<file path="config.mk">
export PLATFORM = sky130hd
export DESIGN_NAME = rle_sprite_palette_remap_top
export DESIGN_NICKNAME = d
export VERILOG_FILES = /design/src/rspr_pkg.sv /design/src/rspr_palette_ram.sv /design/src/rspr_parser.sv /design/src/rle_sprite_palette_remap_top.sv
export SDC_FILE = /design/constraint.sdc
export NUM_CORES = 2
export LEC_CHECK = 0
export BUFFER_PORTS_ARGS = -buffer_cell sky130_fd_sc_hd__buf_2
export CORE_MARGIN = 2
export CORE_UTILIZATION = 40
export CTS_BUF_LIST = sky130_fd_sc_hd__clkbuf_8 sky130_fd_sc_hd__clkbuf_16
export DETAILED_ROUTE_END_ITERATION = 8
export PLACE_DENSITY_LB_ADDON = 0.15
export SYNTH_ARGS = -nofsm -noshare
export SYNTH_HDL_FRONTEND = slang
export SYNTH_SLANG_ARGS = --single-unit
</file>
<file path="constraint.sdc">
create_clock -name clock -period 4.9 [get_ports clock]
set_clock_uncertainty 0.1 [all_clocks]
set_input_delay 0.735 -clock clock [delete_from_list [all_inputs] [get_ports clock]]
set_output_delay 0.735 -clock clock [all_outputs]
set_load 0.03 [all_outputs]
</file>
<file path="src/rspr_pkg.sv">
// rspr_pkg: shared types and constants for the RLE sprite palette remap block.
// Depends on nothing; imported by every module under src.
`timescale 1ns / 1ps

package rspr_pkg;

   localparam int unsigned BYTE_W   = 8;
   localparam int unsigned COUNT_W  = 7;
   localparam int unsigned PAL_DEPTH = 256;
   localparam int unsigned PAL_AW   = $clog2(PAL_DEPTH);

   // Longest literal run; anything longer is a fill run with one pixel.
   localparam logic [BYTE_W-1:0] FILL_THRESHOLD = 8'd65;

   // Request kind carried on req_tuser
   typedef enum logic {
      OP_LOAD = 1'b0,
      OP_DATA = 1'b1
   } rspr_op_type;

   // Parser state
   typedef enum logic {
      PARSE_CONTROL = 1'b0,
      PARSE_PIXELS  = 1'b1
   } rspr_mode_type;

   // Per-byte decode from the parser to the pipeline
   typedef struct packed {
      logic is_pixel;
      logic run_error;
   } rspr_parse_type;

endpackage

</file>
<file path="src/rspr_palette_ram.sv">
// rspr_palette_ram: 256 x 8 palette translation memory, one write and one
// registered read port. Depends on rspr_pkg.
`timescale 1ns / 1ps

module rspr_palette_ram
   import rspr_pkg::*;
(
   input  logic              clock,
   input  logic              wr_en,
   input  logic [PAL_AW-1:0] wr_addr,
   input  logic [BYTE_W-1:0] wr_data,
   input  logic              rd_en,
   input  logic [PAL_AW-1:0] rd_addr,
   output logic [BYTE_W-1:0] rd_data
);

   logic [BYTE_W-1:0] mem [PAL_DEPTH];
   logic [BYTE_W-1:0] rd_data_ff;

   // Write port
   always_ff @(posedge clock) begin
      if (wr_en) begin
         mem[wr_addr] <= wr_data;
      end
   end

   // Read port, data registered; holds while rd_en is low
   always_ff @(posedge clock) begin
      if (rd_en) begin
         rd_data_ff <= mem[rd_addr];
      end
   end

   assign rd_data = rd_data_ff;

endmodule

</file>
<file path="src/rspr_parser.sv">
// rspr_parser: run-length control parser; tracks the pixel bytes still due
// and classifies each frame byte. Depends on rspr_pkg.
`timescale 1ns / 1ps

module rspr_parser
   import rspr_pkg::*;
(
   input  logic              clock,
   input  logic              reset,
   input  logic              advance,
   input  logic [BYTE_W-1:0] data_byte,
   input  logic              end_of_frame,
   output rspr_parse_type    parse
);

   rspr_mode_type      mode_ff, mode_in, mode_next;
   logic [COUNT_W-1:0] left_ff, left_in, left_next;
   logic [COUNT_W-1:0] left_dec;
   logic [BYTE_W-1:0]  mag;

   // Magnitude of a negative control byte, 1..128
   assign mag      = BYTE_W'(~data_byte + BYTE_W'(1));
   assign left_dec = (left_ff != '0) ? COUNT_W'(left_ff - COUNT_W'(1)) : '0;

   // Next state from the current byte, before end of frame
   always_comb begin
      mode_next = mode_ff;
      left_next = left_ff;
      unique case (mode_ff)
         PARSE_PIXELS: begin
            left_next = left_dec;
            mode_next = (left_dec == '0) ? PARSE_CONTROL : PARSE_PIXELS;
         end
         PARSE_CONTROL: begin
            if (data_byte[BYTE_W-1]) begin
               left_next = (mag > FILL_THRESHOLD) ? COUNT_W'(1) : mag[COUNT_W-1:0];
               mode_next = PARSE_PIXELS;
            end
         end
         default: begin
            mode_next = PARSE_CONTROL;
            left_next = '0;
         end
      endcase
   end

   // Register update; end of frame returns to the reset state
   always_comb begin
      mode_in = mode_ff;
      left_in = left_ff;
      if (advance) begin
         if (end_of_frame) begin
            mode_in = PARSE_CONTROL;
            left_in = '0;
         end else begin
            mode_in = mode_next;
            left_in = left_next;
         end
      end
   end

   // Outputs for the current byte
   always_comb begin
      parse.is_pixel  = (mode_ff == PARSE_PIXELS);
      parse.run_error = end_of_frame && (mode_next == PARSE_PIXELS) && (left_next != '0);
   end

   always_ff @(posedge clock) begin
      if (reset) begin
         mode_ff <= PARSE_CONTROL;
         left_ff <= '0;
      end else begin
         mode_ff <= mode_in;
         left_ff <= left_in;
      end
   end

`ifndef SYNTHESIS
   a_control_no_count: assert property (@(posedge clock) disable iff (reset)
      (mode_ff == PARSE_CONTROL) |-> (left_ff == '0))
      else $error("parser idle with pixels still counted");

   a_pixels_have_count: assert property (@(posedge clock) disable iff (reset)
      (mode_ff == PARSE_PIXELS) |-> (left_ff != '0))
      else $error("parser expects pixels with empty count");

   a_frame_end_clears: assert property (@(posedge clock) disable iff (reset)
      (advance && end_of_frame) |=> (mode_ff == PARSE_CONTROL && left_ff == '0))
      else $error("parser not cleared after end of frame");
`endif

endmodule

</file>
<file path="src/rle_sprite_palette_remap_top.sv">
// Pipeline: an accepted frame byte passes stage 1 (palette read) and the stage 2 output
// register before rsp. Throughput: one transaction per cycle unless rsp stalls, loads
// and frame bytes alike; the palette memory takes one write or one read each cycle.
// Reset (synchronous, active high) clears the parser and both pipeline
// valids; palette contents are kept and are undefined until loaded.
// Depends on rspr_pkg, rspr_palette_ram and rspr_parser.
`timescale 1ns / 1ps

module rle_sprite_palette_remap_top
   import rspr_pkg::*;
(
   input  logic        clock,
   input  logic        reset,
   input  logic        req_tvalid,
   output logic        req_tready,
   input  logic [23:0] req_tdata,   // table_index[7:0], table_value[15:8], data_byte[23:16]
   input  logic        req_tuser,   // operation[0]
   input  logic        req_tlast,   // end_of_frame
   output logic        rsp_tvalid,
   input  logic        rsp_tready,
   output logic [15:0] rsp_tdata,   // out_byte[7:0], run_error[8], zero[15:9]
   output logic        rsp_tuser,   // is_pixel[0]
   output logic        rsp_tlast    // frame_done
);

   logic              req_accept, data_accept, load_accept;
   logic              s2_ready;
   logic [BYTE_W-1:0] ram_rd_data;
   rspr_parse_type    parse;

   // Stage 1: memory read in flight
   logic              s1_valid_ff, s1_valid_in;
   logic [BYTE_W-1:0] s1_byte_ff;
   rspr_parse_type    s1_parse_ff;
   logic              s1_eof_ff;

   // Stage 2: output register
   logic              s2_valid_ff, s2_valid_in;
   logic [BYTE_W-1:0] s2_byte_ff, s2_byte_in;
   logic              s2_pixel_ff, s2_error_ff, s2_eof_ff;

   // Handshake and request decode
   assign s2_ready    = !s2_valid_ff || rsp_tready;
   assign req_tready  = !s1_valid_ff || s2_ready;
   assign req_accept  = req_tvalid && req_tready;
   assign data_accept = req_accept && (rspr_op_type'(req_tuser) == OP_DATA);
   assign load_accept = req_accept && (rspr_op_type'(req_tuser) == OP_LOAD);

   rspr_palette_ram u_ram (
      .clock   (clock),
      .wr_en   (load_accept),
      .wr_addr (req_tdata[7:0]),
      .wr_data (req_tdata[15:8]),
      .rd_en   (data_accept),
      .rd_addr (req_tdata[23:16]),
      .rd_data (ram_rd_data)
   );

   rspr_parser u_parser (
      .clock        (clock),
      .reset        (reset),
      .advance      (data_accept),
      .data_byte    (req_tdata[23:16]),
      .end_of_frame (req_tlast),
      .parse        (parse)
   );

   // Advance stage 1 when it drains; only frame bytes produce a result
   assign s1_valid_in = req_tready ? data_accept : s1_valid_ff;

   always_ff @(posedge clock) begin
      if (reset) begin
         s1_valid_ff <= 1'b0;
      end else begin
         s1_valid_ff <= s1_valid_in;
      end
   end

   always_ff @(posedge clock) begin
      if (data_accept) begin
         s1_byte_ff  <= req_tdata[23:16];
         s1_parse_ff <= parse;
         s1_eof_ff   <= req_tlast;
      end
   end

   // Select translated pixel or raw control byte into the output register
   assign s2_valid_in = s2_ready ? s1_valid_ff : s2_valid_ff;
   assign s2_byte_in  = s1_parse_ff.is_pixel ? ram_rd_data : s1_byte_ff;

   always_ff @(posedge clock) begin
      if (reset) begin
         s2_valid_ff <= 1'b0;
      end else begin
         s2_valid_ff <= s2_valid_in;
      end
   end

   always_ff @(posedge clock) begin
      if (s2_ready && s1_valid_ff) begin
         s2_byte_ff  <= s2_byte_in;
         s2_pixel_ff <= s1_parse_ff.is_pixel;
         s2_error_ff <= s1_parse_ff.run_error;
         s2_eof_ff   <= s1_eof_ff;
      end
   end

   assign rsp_tvalid = s2_valid_ff;
   assign rsp_tdata  = {7'd0, s2_error_ff, s2_byte_ff};
   assign rsp_tuser  = s2_pixel_ff;
   assign rsp_tlast  = s2_eof_ff;

`ifndef SYNTHESIS
   a_error_only_at_eof: assert property (@(posedge clock) disable iff (reset)
      (s2_valid_ff && s2_error_ff) |-> s2_eof_ff)
      else $error("run error flagged away from end of frame");

   a_stall_blocks_input: assert property (@(posedge clock) disable iff (reset)
      (s1_valid_ff && s2_valid_ff && !rsp_tready) |-> !req_tready)
      else $error("input taken while both stages are stalled");

   a_stage1_holds: assert property (@(posedge clock) disable iff (reset)
      (s1_valid_ff && !s2_ready) |=> (s1_valid_ff && $stable(s1_byte_ff)
                                      && $stable(ram_rd_data)))
      else $error("stage 1 changed while stalled");
`endif

endmodule
</file>
# Word level (Yosys, flattened, before mapping)
# Memory sizes are Yosys's and may differ from the RTL's. A register that Yosys moved wholly into a read port is not among the register bits.
# Cells that the tools add are included.
# W data, S select, Z words.
dict set report totals {
  latch_bits 0
  output_inout_bits 20
  mem_count 1
  in_bits 30
  wordCells 44
  mem_bits_ro 0
  ramBits 2048
  reg_bits 32
}
dict set report op_classes {
  n_mul 0
  shifts 0
  order_cmp 1
  n_mux 12
  addsub 2
  n_div 0
  reduce_logical 13
  eq_ne 0
  bitwise_logic 3
}
# memory depth width read_ports rd_ports_with_merged_regs wr line_no
set mem_list {}
lappend mem_list {u_ram.mem 256 8 1 1 1 rspr_palette_ram.sv:17} ;# logic [BYTE_W-1:0] mem [PAL_DEPTH];
# operator count
set ops {}
lappend ops {{$mux W7} 4}
lappend ops {{$pmux W7 S2} 1}
lappend ops {{$reduce_bool A7 Y1} 2}
lappend ops {{$add A8 B1 Y8 const B} 1}
lappend ops {{$gt A8 B7 Y1 const B} 1}
lappend ops {{$mux W8} 1}
lappend ops {{$not A8 Y8} 1}
lappend ops {{$logic_not A7 Y1} 1}
lappend ops {{$sub A7 B1 Y7 const B} 1}
lappend ops {{$logic_and A1 B1 Y1} 6}
lappend ops {{$mux W1} 5}
lappend ops {{$logic_not A1 Y1} 2}
lappend ops {{$logic_or A1 B1 Y1} 2}
lappend ops {{$not A1 Y1} 2}
lappend ops {{$pmux W1 S2} 1}

# Depth between registers and ports, before layout
dict set report logic_depth {
  ltp_word 8
  ltp_mapped 14
  mapped_depth_nobuf 9
}

# Cells and area by module
# From an unflattened synthesis, not the netlist that was laid out.
dict set report unflattened {
  hier_cells 3919
  area_unflattened_um2 81547.0
}
# module area_per_inst_um2 cells_each seq_area_each_um2 n_inst
set modules_own_cells {}
lappend modules_own_cells {rspr_palette_ram 79636.4 3733 61739.2 1}
lappend modules_own_cells {rle_sprite_palette_remap_top 959.7 52 700.7 1}
lappend modules_own_cells {rspr_parser 950.9 134 160.2 1}

# Worst setup path after synthesis
# No wires, ideal clock.
dict set report synth_timing {
  path_type {input port to flip-flop}
  start {input port req_tdata[16]}
  end {register s1_parse_ff[0] (netlist name) (data pin)}
  path_stages 14
  setup_time_ns 0.264
  n_path_buf 5
  required_ns 4.536
  t_arrival_ns 2.893
  setup_slack_ns 1.643
  cell_sequence {buf_6 buf_12 buf_12 buf_6 buf_6 inv_1 ha_1 nand2b_1 a21oi_1 o22ai_1 a21boi_1 a221o_1 nor3_1 a31oi_1}
}
# element line_no
set synth_lines {}
lappend synth_lines {{start, declared} rle_sprite_palette_remap_top.sv:16} ;# input logic [23:0] req_tdata,
lappend synth_lines {{end signal, assigned} rle_sprite_palette_remap_top.sv:82} ;# s1_parse_ff <= parse;
lappend synth_lines {{end, declared} rle_sprite_palette_remap_top.sv:34} ;# rspr_parse_type s1_parse_ff;

# Worst setup path after layout
dict set report layout_timing {
  start {register s2_valid_ff, in the netlist rsp_tvalid}
  end {memory u_ram.mem[55][3], enable pin}
}
dict set report layout_between {
  elab_chain_cells 7
}
# element line_no
set layout_lines {}
lappend layout_lines {{start, declared} rle_sprite_palette_remap_top.sv:38} ;# logic s2_valid_ff, s2_valid_in;
lappend layout_lines {{start signal, assigned} rle_sprite_palette_remap_top.sv:95} ;# s2_valid_ff <= s2_valid_in;
lappend layout_lines {{$logic_not A1 Y1} rle_sprite_palette_remap_top.sv:43} ;# assign s2_ready = !s2_valid_ff || rsp_tready;
lappend layout_lines {{$logic_or A1 B1 Y1} rle_sprite_palette_remap_top.sv:43}
lappend layout_lines {{$logic_or A1 B1 Y1} rle_sprite_palette_remap_top.sv:44} ;# assign req_tready = !s1_valid_ff || s2_ready;
lappend layout_lines {{$logic_and A1 B1 Y1} rle_sprite_palette_remap_top.sv:45} ;# assign req_accept = req_tvalid && req_tready;
lappend layout_lines {{$logic_and A1 B1 Y1} rle_sprite_palette_remap_top.sv:47} ;# assign load_accept = req_accept && (rspr_op_type'(req_tuser) == OP_LOAD);
lappend layout_lines {{$mux W1} rspr_palette_ram.sv:22} ;# if (wr_en) begin
lappend layout_lines {{$mux W1 (not written as such)} rspr_palette_ram.sv:23} ;# mem[wr_addr] <= wr_data;
lappend layout_lines {{end, declared} rspr_palette_ram.sv:17}
# No other way between the ends.

==> flow_summary.ini <==
[clock_network]
clock_latency_ps = 870
htreeDepth = 4
cts_buffers = 214
clkSinkCount = 2088
clockRootBuffer = clkbuf_16
cts_tree = done
cts_buffer_depth = 3
ctsResizeCount = 0
clkTransAtPathRegs_ps = 60
postCtsSetupRepairBufs = 0
hold_buffers = 1

[sta]
holdWs_ps = 78.9
worst_slack_ps = 862
period_minus_slack_ps = 4040
maxSlewViolCount = 0
fin_crit_sh_pct = 82.4
rsz0062_at_grt = no
hold_violations = 0
setup-violations-final = 0
tightestPinTransition_ps = 1240
relSlewSlack_pct = 16.3
fmax_ghz = 0.248

[global_route]
grt.overflow.total = 0
grt_max_degree = 118
antenna_found_initial = 14
grt_pass1_wl_um = 349000
grt_pass1_vias = 42500
grtUsageTotal_pct = 23.9

[synth]
synthTopCellsByArea = edfxtp_1, mux4_2, mux2i_1
synth_top_cell_area_share_pct = 76.2
yosysSeqAreaShare_pct = 76.4
synth_edf_count = 2078
syn_area_per_cell_um2 = 20.3
synth_cells = 4036
async_flop_share_pct = 0
synth_top_flop_cell = edfxtp_1
ys_ff_latch = 2088
syn_area_um2 = 81900
synth_area_leader_cell = edfxtp_1
ys_warn_count = 0
synth_cell_types = 78

[floorplan]
die_w_um = 456
initial_core_util_pct = 40.2
pin_count = 50
die_area_um2 = 208000
die_h_um = 456
core_um2 = 204000
placementRows = 166

[route]
num_vias = 42900
ant_nets = 0
drt_wl_total_um = 252000
drt_pre_antenna_iters = 5
drt-wirelength-per-cell_um = 34.8
drcViolationCount = 0
drtIter0Drc = 5476
viasPerCell = 5.92

[setup_path]
crit_start = rsp_tvalid
reg2reg_depth = 5
crit_required_ps = 5300
cp.arrival_ps = 4440
worstReg2RegStart = rsp_tvalid
rrSetupSlack_ps = 860
path_max_fanout = 16
r2r_end = u_ram.mem[55][3]
critPathLaunchType = register
critPathKind = reg -> reg
end_kind = register

[finish]
fin_nets = 4399
seqCellArea_um2 = 62600
multi_input_area_um2 = 17600
n_fill_cell = 17200
drive_above_1_share_pct = 24.5
areaGrowthSynthToFinish_pct = 14.7
finalInstanceArea_um2 = 93900
layout.cells.non_filler = 7242

[power_and_ir_drop]
p_leak_nw = 30.2
irDropWorstVdd_uv = 386
cellPowerDensity_nw_per_um2 = 408

[placed_design]
io_buffers = 42
placed_area_um2 = 86800
place_worst_setup_slack_ps = 174
place.gp.congestion = 0.838
dpl.hpwl_um = 156000
place_inst = 6836

[run]
maxCapViolCount = 0

[status]
status = finished clean

[hold_path]
min_path_cells = 2
hold_path.class = in -> reg
hp-start = reset
whs_endpoint = rsp_tvalid
==> power by group <==
group | internal (mW) | leakage, nW | switching, mW
Clock | 9.42 | 3.68 | 7.09
Combinational | 0.673 | 7.74 | 1.46
Sequential | 19.7 | 18.8 | 0.0157
==> worst max-delay path, stage by stage, from the launching register on <==
cell and delay (ps):
dfxtp_1 340, nand3b_1 400, nand2_1 200, nor4_1 870
nand3_1 830, nor2_1 910
==> flip-flops by register name (all words and copies together) (netlist names), 2 cells and up <==
name	cells
s1_byte_ff	8
s1_parse_ff	2
s2_byte_ff	8
u_parser.left_ff	7
u_ram.mem	2048
u_ram.rd_data	8
==> cells in the mapped netlist, types with 9 or more instances <==
master,number
a211oi_1,39
a21oi_1,70
a221oi_1,28
a22o_1,11
a22oi_1,75
a311oi_1,9
a31oi_1,15
buf_1,18
buf_12,16
buf_2,46
buf_4,25
buf_6,30
buf_8,14
clkbuf_1,103
dfxtp_1,10
edfxtp_1,2078
inv_1,9
mux2_2,14
mux2i_1,267
mux4_1,11
mux4_2,389
nand2_1,126
nand3_1,28
nor2_1,292
nor2b_1,14
nor3_1,17
nor4_1,10
o211ai_1,9
o21ai_0,49
o21ai_1,9
o221ai_1,32
o22ai_1,51
==> metal layers <==
metal | track usage [%] | wire, um | vias up
met3 | 3.81 | 17000 | 300
met4 | 6.75 | 6950 | 2
met5 | 0 | 13 | -
li1 | - | - | 17500
met2 | 38.2 | 121000 | 1799
met1 | 34.0 | 107000 | 23300
==> how the worst max path moves through the flow <==
stage,slack [ps],to
after global routing,690,u_ram.mem[55][1]
after CTS,910,u_ram.mem[30][6]
final,860,u_ram.mem[55][3]
after global placement,-160,u_ram.rd_data[1]
after floorplan,1640,s1_parse_ff[0]
after detailed placement,170,u_ram.rd_data[3]
==> layout by cell type (no fill, tap or decap), types with 9 or more instances in the layout <==
cell type  Yosys  layout
o211ai_1       9       9
o221ai_1      32      32
clkinv_1       2      46
nor4_1        10      10
mux2i_1      267     267
edfxtp_1    2078    2078
o22ai_1       51      51
a31oi_1       15      15
nand3_1       28      22
o21ai_1        9       9
clkbuf_16      0     216
a211oi_1      39      39
a22oi_1       75      75
mux4_1        11      11
a22o_1        11      11
nand2_2        0       9
bufinv_16      0      25
buf_2         46      29
dfxtp_1       10      10
inv_1          9      55
clkinv_2       0      41
a221oi_1      28      28
nor2_1       292     289
nand2_1      126     117
nor3_1        17      17
a21oi_1       70      70
buf_4         25     285
buf_12        16      35
o21ai_0       49      49
mux4_2       389     389
mux2_2        14      14
nor2b_1       14       9
a311oi_1       9       9
==> through the flow <==
| step | TNS [ps] | power [mW] | util (%) |
|---|---|---|---|
| detailed placement | 0 | 22.2 | 42.6 |
| finish | 0 | 38.3 | 46.1 |
| global route | 0 | 39.3 | 46.1 |
| global placement | -159 | 22.2 | 42.6 |
| CTS | 0 | 38.6 | 46.1 |
| floorplan | 0 | 21.1 | - |
==> layout make-up <==
| class | instances | share of cell area [%] |
|---|---|---|
| Antenna cell | 5 | 0.0133 |
| Clock buffer | 220 | 5.81 |
| Clock inverter | 180 | 1.78 |
| Inverter | 12 | 0.0519 |
| Multi-Input combinational cell | 1689 | 18.8 |
| Sequential cell | 2088 | 66.6 |
| Tap cell | 2688 | 3.58 |
| Timing Repair Buffer | 360 | 3.35 |
==> cells by family after synthesis <==
logic type / synth area share (%)
DFF: 76.4
muxes: 14.5
and+or+nand+nor: 2.71
AOI/OAI and AO/OA: 4.04
buffers and inverters: 2.19
adders and majority gates: 0.0611
xor gates and xnor gates: 0.0428
other: 0.00458
Note: power is estimated with default switching activity, not from simulation.
